File: src/hw/rtl/bca_pkg.sv
// ----------------------------------------------------------------------------
// bca_pkg
// shared sizes, codes and types of the bitmap contiguous allocator
// ----------------------------------------------------------------------------
package bca_pkg;

  localparam int MAP_UNITS = 1024;
  localparam int WORD_BITS = 64;
  localparam int MAP_WORDS = (MAP_UNITS + WORD_BITS - 1) / WORD_BITS;

  // bits the scan unit walks through in one cycle
  localparam int CHUNK_BITS = (WORD_BITS % 8 == 0) ? 8 :
                              (WORD_BITS % 4 == 0) ? 4 :
                              (WORD_BITS % 2 == 0) ? 2 : 1;
  localparam int CHUNKS_PER_WORD = WORD_BITS / CHUNK_BITS;

  // fixed field widths
  localparam int SIZE_W   = 11;
  localparam int WIDX_IN_W = 4;
  localparam int DATA_W   = 64;
  localparam int START_W  = 10;
  localparam int PTR_W    = 11;

  // derived widths
  localparam int UNIT_W = $clog2(MAP_UNITS);
  localparam int LEN_W  = $clog2(MAP_UNITS + 1);
  localparam int POS_W  = LEN_W + 1;
  localparam int CW     = (LEN_W > SIZE_W) ? LEN_W : SIZE_W;
  localparam int WIDX_W = (MAP_WORDS > 1) ? $clog2(MAP_WORDS) : 1;
  localparam int CIDX_W = (CHUNKS_PER_WORD > 1) ? $clog2(CHUNKS_PER_WORD) : 1;

  typedef enum logic [1:0] {
    POL_FIRST = 2'd0,
    POL_BEST  = 2'd1,
    POL_WORST = 2'd2,
    POL_NEXT  = 2'd3
  } policy_e;

  typedef enum logic {
    REQ_ALLOC = 1'b0,
    REQ_LOAD  = 1'b1
  } req_e;

  typedef enum logic [1:0] {
    ST_ALLOC   = 2'd0,
    ST_NOSPACE = 2'd1,
    ST_LOADED  = 2'd2
  } status_e;

  // running state of a hole search
  typedef struct packed {
    logic [CW-1:0]     run_len;
    logic [UNIT_W-1:0] run_start;
    logic [CW-1:0]     pick_len;
    logic [UNIT_W-1:0] pick_start;
    logic              have;
    logic              found;
  } scan_state_t;

  // one cycle of map memory traffic
  typedef struct packed {
    logic                 we;
    logic [WIDX_W-1:0]    waddr;
    logic [WORD_BITS-1:0] wdata;
    logic                 re;
    logic [WIDX_W-1:0]    raddr;
  } mem_req_t;

endpackage

File: src/hw/rtl/bca_map_mem.sv
// ----------------------------------------------------------------------------
// bca_map_mem
// used-bit map: one write and one registered read per cycle, words that were
// never written read as free
// ----------------------------------------------------------------------------
module bca_map_mem
  import bca_pkg::*;
(
  input  logic                 clk_i,
  input  logic                 rst_ni,
  input  mem_req_t             req_i,
  output logic [WORD_BITS-1:0] rdata_o
);

  logic [WORD_BITS-1:0] mem [MAP_WORDS];
  logic [MAP_WORDS-1:0] valid_q;
  logic [WORD_BITS-1:0] rdata_q;

  always_ff @(posedge clk_i or negedge rst_ni) begin
    if (!rst_ni) begin
      valid_q <= '0;
    end else if (req_i.we) begin
      valid_q[req_i.waddr] <= 1'b1;
    end
  end

  always_ff @(posedge clk_i) begin
    if (req_i.we) begin
      mem[req_i.waddr] <= req_i.wdata;
    end
  end

  always_ff @(posedge clk_i) begin
    if (req_i.re) begin
      rdata_q <= valid_q[req_i.raddr] ? mem[req_i.raddr] : '0;
    end
  end

  assign rdata_o = rdata_q;

endmodule

File: src/hw/rtl/bca_scan_unit.sv
// ----------------------------------------------------------------------------
// bca_scan_unit
// shared hole search step: advances the search over one chunk of map bits
// ----------------------------------------------------------------------------
module bca_scan_unit
  import bca_pkg::*;
(
  input  scan_state_t           state_i,
  input  logic [CHUNK_BITS-1:0] used_i,
  input  logic [POS_W-1:0]      base_i,
  input  logic [POS_W-1:0]      lo_i,
  input  logic [CW-1:0]         size_i,
  input  policy_e               policy_i,
  output scan_state_t           state_o
);

  scan_state_t      st;
  logic [POS_W-1:0] u;
  logic             free_b;
  logic             first_like;
  logic             better;

  always_comb begin
    st         = state_i;
    u          = '0;
    free_b     = 1'b0;
    better     = 1'b0;
    first_like = (policy_i == POL_FIRST) || (policy_i == POL_NEXT);
    for (int k = 0; k < CHUNK_BITS; k++) begin
      u      = base_i + POS_W'(k);
      // units below the start point or past the map act as used
      free_b = !used_i[k] && (u >= lo_i) && (u < POS_W'(MAP_UNITS));
      if (!st.found) begin
        if (free_b) begin
          if (st.run_len == '0) begin
            st.run_start = u[UNIT_W-1:0];
          end
          st.run_len = st.run_len + 1'b1;
          if (first_like && (st.run_len == size_i)) begin
            st.found      = 1'b1;
            st.pick_start = st.run_start;
          end
        end else begin
          better = !st.have ||
                   ((policy_i == POL_BEST) && (st.run_len < st.pick_len)) ||
                   ((policy_i == POL_WORST) && (st.run_len > st.pick_len));
          if ((st.run_len >= size_i) && better) begin
            st.have       = 1'b1;
            st.pick_len   = st.run_len;
            st.pick_start = st.run_start;
          end
          st.run_len = '0;
        end
      end
    end
    state_o = st;
  end

endmodule

File: src/hw/rtl/bitmap_contiguous_allocator_top.sv
// ----------------------------------------------------------------------------
// bitmap_contiguous_allocator_top
// contiguous run allocator over a used-bit map with first, best, worst and
// next fit placement
// ----------------------------------------------------------------------------
//
// channel   direction  handshake                 payload
// request   in         start && !busy            req_type_i, alloc_size_i,
//                                                word_index_i, word_data_i
// result    out        done_o, one cycle         status_o, start_unit_o
// config    in         cfg_valid_i && cfg_ready_o cfg_data_i (fit policy)
//
// a load request writes its map word at acceptance, the result follows in the
// next cycle and the block is free again at once
// an allocate request scans the map one word at a time: a fetch state reads
// the word, then a scan step handles each 8-bit chunk; a full scan covers all
// 16 words, plus a closing step when no run completed during the scan; first
// and next fit stop at the chunk where the run completes
// the grant is then written back with a read and a write state per word that
// the run touches, and a read state alone per word below the run
// a zero size or a next fit pointer past the map answers in the next cycle
// reset clears the map (valid bits per word), the next pointer and the
// policy; the result cannot be stalled, it is shown for exactly one cycle
// ----------------------------------------------------------------------------
module bitmap_contiguous_allocator_top
  import bca_pkg::*;
(
  input  logic                 clk_i,
  input  logic                 rst_ni,
  // request
  input  logic                 start,
  output logic                 busy,
  input  logic                 req_type_i,
  input  logic [SIZE_W-1:0]    alloc_size_i,
  input  logic [WIDX_IN_W-1:0] word_index_i,
  input  logic [DATA_W-1:0]    word_data_i,
  // result
  output logic                 done_o,
  output logic [1:0]           status_o,
  output logic [START_W-1:0]   start_unit_o,
  // configuration
  input  logic                 cfg_valid_i,
  output logic                 cfg_ready_o,
  input  logic [1:0]           cfg_data_i
);

  typedef enum logic [2:0] {
    S_IDLE,
    S_FETCH,
    S_SCAN,
    S_FIN,
    S_MARK_RD,
    S_MARK_WR
  } state_e;

  state_e               state_q;
  policy_e              fit_policy_q;
  policy_e              pol_q;
  logic [CW-1:0]        size_q;
  logic [POS_W-1:0]     lo_q;
  logic [WIDX_W-1:0]    word_q;
  logic [CIDX_W-1:0]    chunk_q;
  logic [POS_W-1:0]     unit_q;
  scan_state_t          st_q;
  scan_state_t          st_next;
  logic [UNIT_W-1:0]    grant_q;
  logic [POS_W-1:0]     end_q;
  logic [POS_W-1:0]     wbase_q;
  logic [PTR_W-1:0]     next_ptr_q;
  logic                 done_q;
  status_e              status_q;
  logic [START_W-1:0]   start_unit_q;

  mem_req_t             mem_req;
  logic [WORD_BITS-1:0] rdata;
  logic [CHUNK_BITS-1:0] chunk_used;
  logic [WORD_BITS-1:0] mark_mask;
  logic [POS_W-1:0]     mark_u;
  logic                 accept;
  logic                 is_load;
  logic                 load_in_map;
  logic [UNIT_W-1:0]    found_start;
  logic                 scan_done;

  assign accept      = start && !busy;
  assign is_load     = (req_e'(req_type_i) == REQ_LOAD);
  assign load_in_map = (32'(word_index_i) < MAP_WORDS);
  assign busy        = (state_q != S_IDLE);
  assign cfg_ready_o = 1'b1;

  // map memory traffic
  always_comb begin
    mem_req       = '0;
    mem_req.waddr = word_q;
    mem_req.wdata = rdata | mark_mask;
    mem_req.raddr = word_q;
    unique case (state_q)
      S_IDLE: begin
        mem_req.we    = accept && is_load && load_in_map;
        mem_req.waddr = WIDX_W'(word_index_i);
        mem_req.wdata = word_data_i[WORD_BITS-1:0];
      end
      S_FETCH:   mem_req.re = 1'b1;
      S_MARK_RD: mem_req.re = (wbase_q + POS_W'(WORD_BITS)) > POS_W'(grant_q);
      S_MARK_WR: mem_req.we = 1'b1;
      default: ;
    endcase
  end

  bca_map_mem u_map (
    .clk_i   (clk_i),
    .rst_ni  (rst_ni),
    .req_i   (mem_req),
    .rdata_o (rdata)
  );

  // the closing step sees an all-used chunk, which ends the last hole
  assign chunk_used = (state_q == S_FIN) ? '1 : rdata[chunk_q*CHUNK_BITS +: CHUNK_BITS];

  bca_scan_unit u_scan (
    .state_i  (st_q),
    .used_i   (chunk_used),
    .base_i   (unit_q),
    .lo_i     (lo_q),
    .size_i   (size_q),
    .policy_i (pol_q),
    .state_o  (st_next)
  );

  assign found_start = st_next.pick_start;
  assign scan_done   = (chunk_q == CIDX_W'(CHUNKS_PER_WORD - 1)) &&
                       (word_q == WIDX_W'(MAP_WORDS - 1));

  // bits of the current mark word that fall inside the granted run
  always_comb begin
    mark_u = '0;
    for (int j = 0; j < WORD_BITS; j++) begin
      mark_u       = wbase_q + POS_W'(j);
      mark_mask[j] = (mark_u >= POS_W'(grant_q)) && (mark_u < end_q);
    end
  end

  always_ff @(posedge clk_i or negedge rst_ni) begin
    if (!rst_ni) begin
      state_q      <= S_IDLE;
      fit_policy_q <= POL_FIRST;
      pol_q        <= POL_FIRST;
      size_q       <= '0;
      lo_q         <= '0;
      word_q       <= '0;
      chunk_q      <= '0;
      unit_q       <= '0;
      st_q         <= '0;
      grant_q      <= '0;
      end_q        <= '0;
      wbase_q      <= '0;
      next_ptr_q   <= '0;
      done_q       <= 1'b0;
      status_q     <= ST_NOSPACE;
      start_unit_q <= '0;
    end else begin
      done_q <= 1'b0;
      if (cfg_valid_i && cfg_ready_o) begin
        fit_policy_q <= policy_e'(cfg_data_i);
      end
      unique case (state_q)
        S_IDLE: begin
          if (accept) begin
            if (is_load) begin
              done_q       <= 1'b1;
              status_q     <= ST_LOADED;
              start_unit_q <= '0;
            end else if ((alloc_size_i == '0) ||
                         ((fit_policy_q == POL_NEXT) &&
                          (32'(next_ptr_q) >= MAP_UNITS))) begin
              // nothing to search
              done_q       <= 1'b1;
              status_q     <= ST_NOSPACE;
              start_unit_q <= '0;
              if (fit_policy_q == POL_NEXT) begin
                next_ptr_q <= '0;
              end
            end else begin
              pol_q   <= fit_policy_q;
              size_q  <= CW'(alloc_size_i);
              lo_q    <= (fit_policy_q == POL_NEXT) ? POS_W'(next_ptr_q) : '0;
              word_q  <= '0;
              chunk_q <= '0;
              unit_q  <= '0;
              st_q    <= '0;
              state_q <= S_FETCH;
            end
          end
        end
        S_FETCH: begin
          state_q <= S_SCAN;
        end
        S_SCAN: begin
          st_q   <= st_next;
          unit_q <= unit_q + POS_W'(CHUNK_BITS);
          if (st_next.found) begin
            grant_q <= found_start;
            end_q   <= POS_W'(32'(found_start) + 32'(size_q));
            word_q  <= '0;
            wbase_q <= '0;
            if (pol_q == POL_NEXT) begin
              next_ptr_q <= PTR_W'(32'(found_start) + 32'(size_q));
            end
            state_q <= S_MARK_RD;
          end else if (scan_done) begin
            state_q <= S_FIN;
          end else if (chunk_q == CIDX_W'(CHUNKS_PER_WORD - 1)) begin
            chunk_q <= '0;
            word_q  <= word_q + 1'b1;
            state_q <= S_FETCH;
          end else begin
            chunk_q <= chunk_q + 1'b1;
          end
        end
        S_FIN: begin
          if (st_next.have && ((pol_q == POL_BEST) || (pol_q == POL_WORST))) begin
            grant_q <= found_start;
            end_q   <= POS_W'(32'(found_start) + 32'(size_q));
            word_q  <= '0;
            wbase_q <= '0;
            state_q <= S_MARK_RD;
          end else begin
            done_q       <= 1'b1;
            status_q     <= ST_NOSPACE;
            start_unit_q <= '0;
            if (pol_q == POL_NEXT) begin
              next_ptr_q <= '0;
            end
            state_q <= S_IDLE;
          end
        end
        S_MARK_RD: begin
          // words wholly below the run are stepped over
          if ((wbase_q + POS_W'(WORD_BITS)) > POS_W'(grant_q)) begin
            state_q <= S_MARK_WR;
          end else begin
            word_q  <= word_q + 1'b1;
            wbase_q <= wbase_q + POS_W'(WORD_BITS);
          end
        end
        S_MARK_WR: begin
          if ((wbase_q + POS_W'(WORD_BITS)) >= end_q) begin
            done_q       <= 1'b1;
            status_q     <= ST_ALLOC;
            start_unit_q <= START_W'(grant_q);
            state_q      <= S_IDLE;
          end else begin
            word_q  <= word_q + 1'b1;
            wbase_q <= wbase_q + POS_W'(WORD_BITS);
            state_q <= S_MARK_RD;
          end
        end
        default: state_q <= S_IDLE;
      endcase
    end
  end

  assign done_o       = done_q;
  assign status_o     = status_q;
  assign start_unit_o = start_unit_q;

  // a result is only ever shown once the sequencer is back in idle
  a_done_idle: assert property (@(posedge clk_i) disable iff (!rst_ni)
    done_o |-> !busy)
    else $error("result shown while a request is still in work");

  // a load answers in the next cycle
  a_load_answer: assert property (@(posedge clk_i) disable iff (!rst_ni)
    (accept && is_load) |=> (done_o && (status_o == ST_LOADED)))
    else $error("load request not answered in the next cycle");

  // a zero size allocate request answers no space, with start unit zero, without a search
  a_zero_size: assert property (@(posedge clk_i) disable iff (!rst_ni)
    (accept && !is_load && (alloc_size_i == '0)) |=>
      (done_o && (status_o == ST_NOSPACE) && (start_unit_o == '0)))
    else $error("zero size request not refused");

  // the write-back pass only writes words that were just read
  a_mark_rd_wr: assert property (@(posedge clk_i) disable iff (!rst_ni)
    (state_q == S_MARK_WR) |-> $past(mem_req.re))
    else $error("write-back without a preceding read");

endmodule
File: config.mk
export PLATFORM = sky130hd
export DESIGN_NAME = bitmap_contiguous_allocator_top
export DESIGN_NICKNAME = d
export VERILOG_FILES = /design/src/hw/rtl/bca_pkg.sv /design/src/hw/rtl/bca_map_mem.sv /design/src/hw/rtl/bca_scan_unit.sv /design/src/hw/rtl/bitmap_contiguous_allocator_top.sv
export SDC_FILE = /design/constraint.sdc
export NUM_CORES = 2
export LEC_CHECK = 0
export BUFFER_PORTS_ARGS = -buffer_cell sky130_fd_sc_hd__buf_2
export CAP_MARGIN = 20
export CELL_PAD_IN_SITES_DETAIL_PLACEMENT = 0
export CELL_PAD_IN_SITES_GLOBAL_PLACEMENT = 1
export CORE_ASPECT_RATIO = 1.25
export CORE_MARGIN = 3
export CORE_UTILIZATION = 40
export CTS_CLUSTER_DIAMETER = 30
export DETAILED_ROUTE_END_ITERATION = 10
export PLACE_DENSITY_LB_ADDON = 0.1
export SYNTH_ARGS = -nofsm -noshare
export SYNTH_HDL_FRONTEND = slang
export SYNTH_HIERARCHICAL = 1
export SYNTH_SLANG_ARGS = --single-unit
File: constraint.sdc
create_clock -name clk_i -period 57.8 [get_ports clk_i]
set_input_delay 0 -clock clk_i [delete_from_list [all_inputs] [get_ports clk_i]]
set_output_delay 0 -clock clk_i [all_outputs]
set_load 0.05 [all_outputs]
# Word-level counts from Yosys, hierarchy flattened
# Memory sizes are Yosys's and may differ from the RTL's. A register that Yosys moved wholly into a read port is not among the register bits.
# Index checks and enable logic that the tools add are counted.
word_totals:
  out_inout_bits: 15
  ramBits: 1024
  word_cells: 678
  in_bits: 86
  memories: 1
  register_bits: 167
memory_table:
  columns: ["memory", "words", "word_bits", "read_ports", "rd_clocked_by_memory_dff", "write_ports", "line_no", "source"]
  rows:
  - ["u_map.mem", 16, 64, 1, 1, 1, "bca_map_mem.sv:15", "logic [WORD_BITS-1:0] mem [MAP_WORDS];"]
classes:
  eq_ne: 39
  reduce_logical: 182
  muxes: 172
  addsub: 83
  n_lt_le_gt_ge: 174
  bitwise: 4
  shift: 1
op_table:
  columns: ["cell", "n"]
  rows:
  - ["12-bit by 10-bit >= comparator with 1-bit output", 64]
  - ["12-bit < comparator", 64]
  - ["44-bit two-way mux", 11]
  - ["10-bit two-way mux", 39]
  - ["12-bit by 6-bit adder with 12-bit output, second input constant", 32]
  - ["11-bit two-way mux", 25]
  - ["12-bit by 5-bit adder with 12-bit output, second input constant", 16]
  - ["22-bit two-way mux", 8]
  - ["1-bit logical AND", 118]
  - ["12-bit by 4-bit adder with 12-bit output, second input constant", 9]
  - ["12-bit >= comparator", 9]
  - ["12-bit two-way mux", 9]
  - ["11-bit logical NOT", 9]
  - ["12-bit by 3-bit adder with 12-bit output, second input constant", 8]
  - ["12-bit by 11-bit < comparator with 1-bit output, second input constant", 8]
  - ["11-bit by 1-bit adder with 11-bit output, second input constant", 8]
  - ["11-bit equality test", 8]
  - ["11-bit >= comparator", 8]
  - ["11-bit > comparator", 8]
  - ["11-bit < comparator", 8]
  - ["44-bit one-hot mux with 2 select lines", 1]
  - ["68-bit two-way mux", 1]
  - ["64-bit bitwise OR", 1]
  - ["64-bit by 7-bit variable part select with 8-bit output", 1]
  - ["other kinds (53)", 182]

# Depth between registers and ports, before layout
depth:
  word_depth: 68
  mapped_depth: 174
  mapped_depth_nobuf: 164

# By module
# Netlist, hierarchy kept.
modules_own_cells:
  columns: ["module", "instances", "area_each_um2", "seq_area_each_um2", "cells_per_inst"]
  rows:
  - ["bca_map_mem", 1, 40915.5, 33071.7, 1694]
  - ["bca_scan_unit", 1, 18992.0, 0.0, 2789]
  - ["bitmap_contiguous_allocator_top", 1, 10712.8, 3529.6, 1298]

# Worst setup path after synthesis
# No wires, ideal clock.
synth_timing:
  path_kind: "register to register"
  start: "register chunk_q[0]"
  end: "register next_ptr_q[10]"
  period_less_slack_ns: 24.616
  stages_incl_launch_ff: 159
  slack_ns: 33.184
  required_ns: 57.678
  setup_time_ns: 0.122
  arrival_ns: 24.495
  path_cell_list: "dfrtp_1 -> clkbuf_1 -> buf_2 -> mux4_2 -> nand2_1 -> nand3_1 -> or3_4 -> or2_4 -> a211oi_4 -> nor3_2 -> nand2_1 -> clkbuf_1 -> nor2_1 -> a21oi_1 -> ha_1 -> nor2b_1 -> o21a_1 -> o21a_1 -> [123 not listed] -> nor2b_1 -> o21ai_0 -> nand2b_1 -> a21oi_1 -> o21ai_0 -> o21a_1 -> buf_2 -> a31o_2 -> buf_2 -> a221o_1 -> ha_1 -> fa_1 -> a21oi_1 -> o21ai_0 -> a21oi_1 -> nor2_1 -> or3_1 -> a32o_1"
synth_lines:
  columns: ["item", "line_no", "source"]
  rows:
  - ["from (decl)", "bitmap_contiguous_allocator_top.sv:62", "logic [CIDX_W-1:0] chunk_q;"]
  - ["from (signal assigned)", "bitmap_contiguous_allocator_top.sv:217", "chunk_q <= chunk_q + 1'b1;"]
  - ["to (signal assigned)", "bitmap_contiguous_allocator_top.sv:207", "next_ptr_q <= PTR_W'(32'(found_start) + 32'(size_q));"]
  - ["to (decl)", "bitmap_contiguous_allocator_top.sv:69", "logic [PTR_W-1:0] next_ptr_q;"]

==> run metrics <==
outcome=finished, final reports clean; Worst-Margin Slew=1177 ps; hpwl dp=200,600 um; Die ar.=181,700 um^2; top-count cell post-synth=edfxtp_1; fin util=47.97%; number of synthesized flops with an enable pin=1,088; Synth cell types=141; relative slew slack=21.52%; Synth-to-Final Area Change=18.60%; Int Power=3.056 mW; DR iter-0 viols=4,806; kind of end point of the critical path=flip-flop; mean area per synthesized cell=12.22 um^2; Worst-Skew Late Latency=870 ps; # rows=171; Routed WL=285,900 um; Sink Count=1,245; DRC Markers=0; I/O Buffers=99; CP bufs+invs=3; initial antenna violation count=10; Most used DFF post-synth=edfxtp_1; placed instance count=8,106; largest cells by area after synthesis=edfxtp_1 46%, mux4_2 8.8%, ha_1 6.4%, dfrtp_1 5.5%, a21oi_1 2.6%; CP Launch Type=flip-flop; Yosys warning total=6; number of H-tree levels=4; first-pass GRT wire length=403,100 um; crit path from=state_q[1]$_DFFE_PN0P_; synthesized cell area=70,620 um^2; layout cell share with drive strength beyond 1=19.91%; GRT Total Usage=31.09%; Crit path depth=147; drt pass-1 iters=5; static leakage=30.15 nW; Final GP Congestion=0.9661; Crit path max-delay family=compound AO/OA/AOI/OAI gates; buffer levels on the longest clock path=3; f_max=33.98 MHz; Design Area, Final=83,750 um^2; postcts setup bufs=0; crit path max-delay cell type=nor2_1; crit path capture=next_ptr_q[10]$_DFFE_PN0P_; PD cells=65.53 nW/um^2; vias in the first global route=53.73k; Cell Area, Placed=74,600 um^2; sequential area share after synthesis=51.83%; post-synthesis mux area share=11.26%; Comb pwr share=49.3%; FF+latch count, synth=1,245; Post-Synth XOR/XNOR Area=2.177%; largest net degree at the start of global routing=87; Clk Tree Root Cell=clkbuf_16; Final #Nets=6,567; Sw Share=44.33%; Starting Density=40.45%; Die Width=381.8 um; clock power share=24.4%; Setup violations, final=0; worst hold path class=in2reg; final cell count without fillers=8,663; Die Y-Extent=475.8 um; total CTS buffers=228; DR WL/cell=33.01 um; R2R Setup Slk=28,370 ps; most frequent cells after synthesis=1,088 x edfxtp_1, 474 x nand2_1, 366 x a21oi_1, 360 x ha_1, 343 x nor2_1; Final period util=50.91%; max-cap viol count=0; CTS tree=done; FF-to-FF End=next_ptr_q[10]$_DFFE_PN0P_; FF-to-FF path depth=147; Slew Viols, Final=0; post-route minimum period=29,430 ps; Critical Path AT=30,120 ps; Compound-Gate Fraction of Synth Area=14.39%; vias per cell=6.134; maximum vdd drop=0.04212 mV; r2r startpoint=state_q[1]$_DFFE_PN0P_; Async SR Flop Fraction=12.61%; total power=5.489 mW; RSZ-0062 raised after global routing=no; final setup skew=98.95 ps; Cells after Synth=5,781; post-synth top area share=46.26%; CP Class=reg2reg; largest family of logic cells by synthesized area=compound AO/OA/AOI/OAI gates; Via Count=53.14k; IO Pins=101; critical-path maximum fanout=31; core box area=174,600 um^2; Setup TNS=0 ps; post-synth top area cell=edfxtp_1; Post-DRT Antenna Nets=0; endpoints failing hold=0; sequential share of power=26.3%; Clock transition at path regs=50 ps; Critical Path RT=58,500 ps; Filler cells=15.67k; Post-Synth Adder-Cell Area=6.407%; worst stage delay on the critical path=830 ps; Net Sw Power=2.433 mW; Synth Area in Simple Gates=10.82%; GRT overflow=0
==> worst register-to-register path, delay by kind of cell, from the launching register on <==
kind | cells | cell delay (ps)
simple gates | 59 | 10170
compound gates | 74 | 14040
mux | 2 | 890
flops | 1 | 550
fa+ha+maj | 9 | 2840
buf+inv | 3 | 860
==> routing by layer <==
metal | up-vias | routed length (um) | track usage [%]
met1 | 27234 | 109900 | 37.19
li1 | 23255 | - | -
met5 | - | 41 | 0
met2 | 2056 | 142600 | 53.85
met4 | 6 | 19390 | 18.49
met3 | 586 | 14000 | 3.823
==> layout make-up <==
cell class / count / area [um^2] / share of cell area [%]
Antenna cell: 5 / 12.51 / 0.01494
Clock buffer: 262 / 5944 / 7.098
Clock inverter: 171 / 1992 / 2.378
Inverter: 204 / 768.2 / 0.9173
Multi-Input combinational cell: 4020 / 32250 / 38.51
Sequential cell: 1245 / 36610 / 43.71
Tap cell: 2335 / 2922 / 3.488
Timing Repair Buffer: 421 / 3256 / 3.887
==> sequential cells by signal, indices dropped and copies added, names as in the netlist, 11 cells and up <==
name,count
lo_q,11
u_map/rdata_o,64
u_map/mem,1024
st_q,44
size_q,11
u_map/valid_q,16
next_ptr_q,11
end_q,12
==> through the flow <==
| step | hold WS [ps] | setup WS [ps] |
|---|---|---|
| 6_report | 65.02 | 28370 |
| 5_1_grt | 58.82 | 25760 |
| 4_1_cts | 4.097 | 28600 |
| 3_5_place_dp | 46.60 | 28660 |
| 3_3_place_gp | 44.26 | 28780 |
| 2_1_floorplan | -295.6 | 33180 |
==> power groups by stage <==
stage	clock network (mW)	logic, mW	registers, mW
finish	1.34	2.71	1.44
floorplan	0	1.58	1.43
detailed placement	0	2.65	1.46
global placement	0	2.64	1.46
CTS	1.36	2.67	1.45
global route	1.40	2.88	1.45
==> kinds of logic (layout without fill, tap and decap cells) <==
kind of cell | after synthesis | count (layout)
compound gates | 1498 | 1498
buf+inv | 531 | 1058
fa+ha+maj | 361 | 361
flops | 1245 | 1245
xor+xnor | 174 | 174
mux | 440 | 440
other cells | 2 | 22
simple gates | 1530 | 1530
==> timing repair <==
item	in CTS	in global routing
setup endpoints to repair	0	0
endpoints found under the hold margin	909	113
gates resized for setup	0	0
hold buffers	97	9
==> worst min path at each step <==
stage                                from                          end  slack (ps)  depth (start not counted)
after floorplan                    rst_ni       chunk_q[0]$_DFFE_PN0P_        -300                          0
final                     word_data_i[47]  u_map/mem[13][47]$_DFFE_PP_          70                          3
after detailed placement           rst_ni        word_q[0]$_DFFE_PN0P_          50                          1
after global routing      word_data_i[63]  u_map/mem[12][63]$_DFFE_PP_          60                          3
after CTS                 word_data_i[63]   u_map/mem[0][63]$_DFFE_PP_           4                          3
after global placement             rst_ni        word_q[0]$_DFFE_PN0P_          40                          1
==> layout by cell type, fill, tap and decap left out, types with 94 or more instances in the layout <==
cell and count:
a21oi_1 366, buf_2 99, dlygate4sd3_1 105, a22oi_1 171, buf_4 207, nand2_1 474, nand3_1 112, nor2_1 327
mux4_2 276, inv_1 183, mux2i_1 94, o21ai_0 293, clkbuf_16 229, ha_1 360, dfrtp_1 154, xnor2_1 131
edfxtp_1 1088
(Power assumes the default switching activity.)
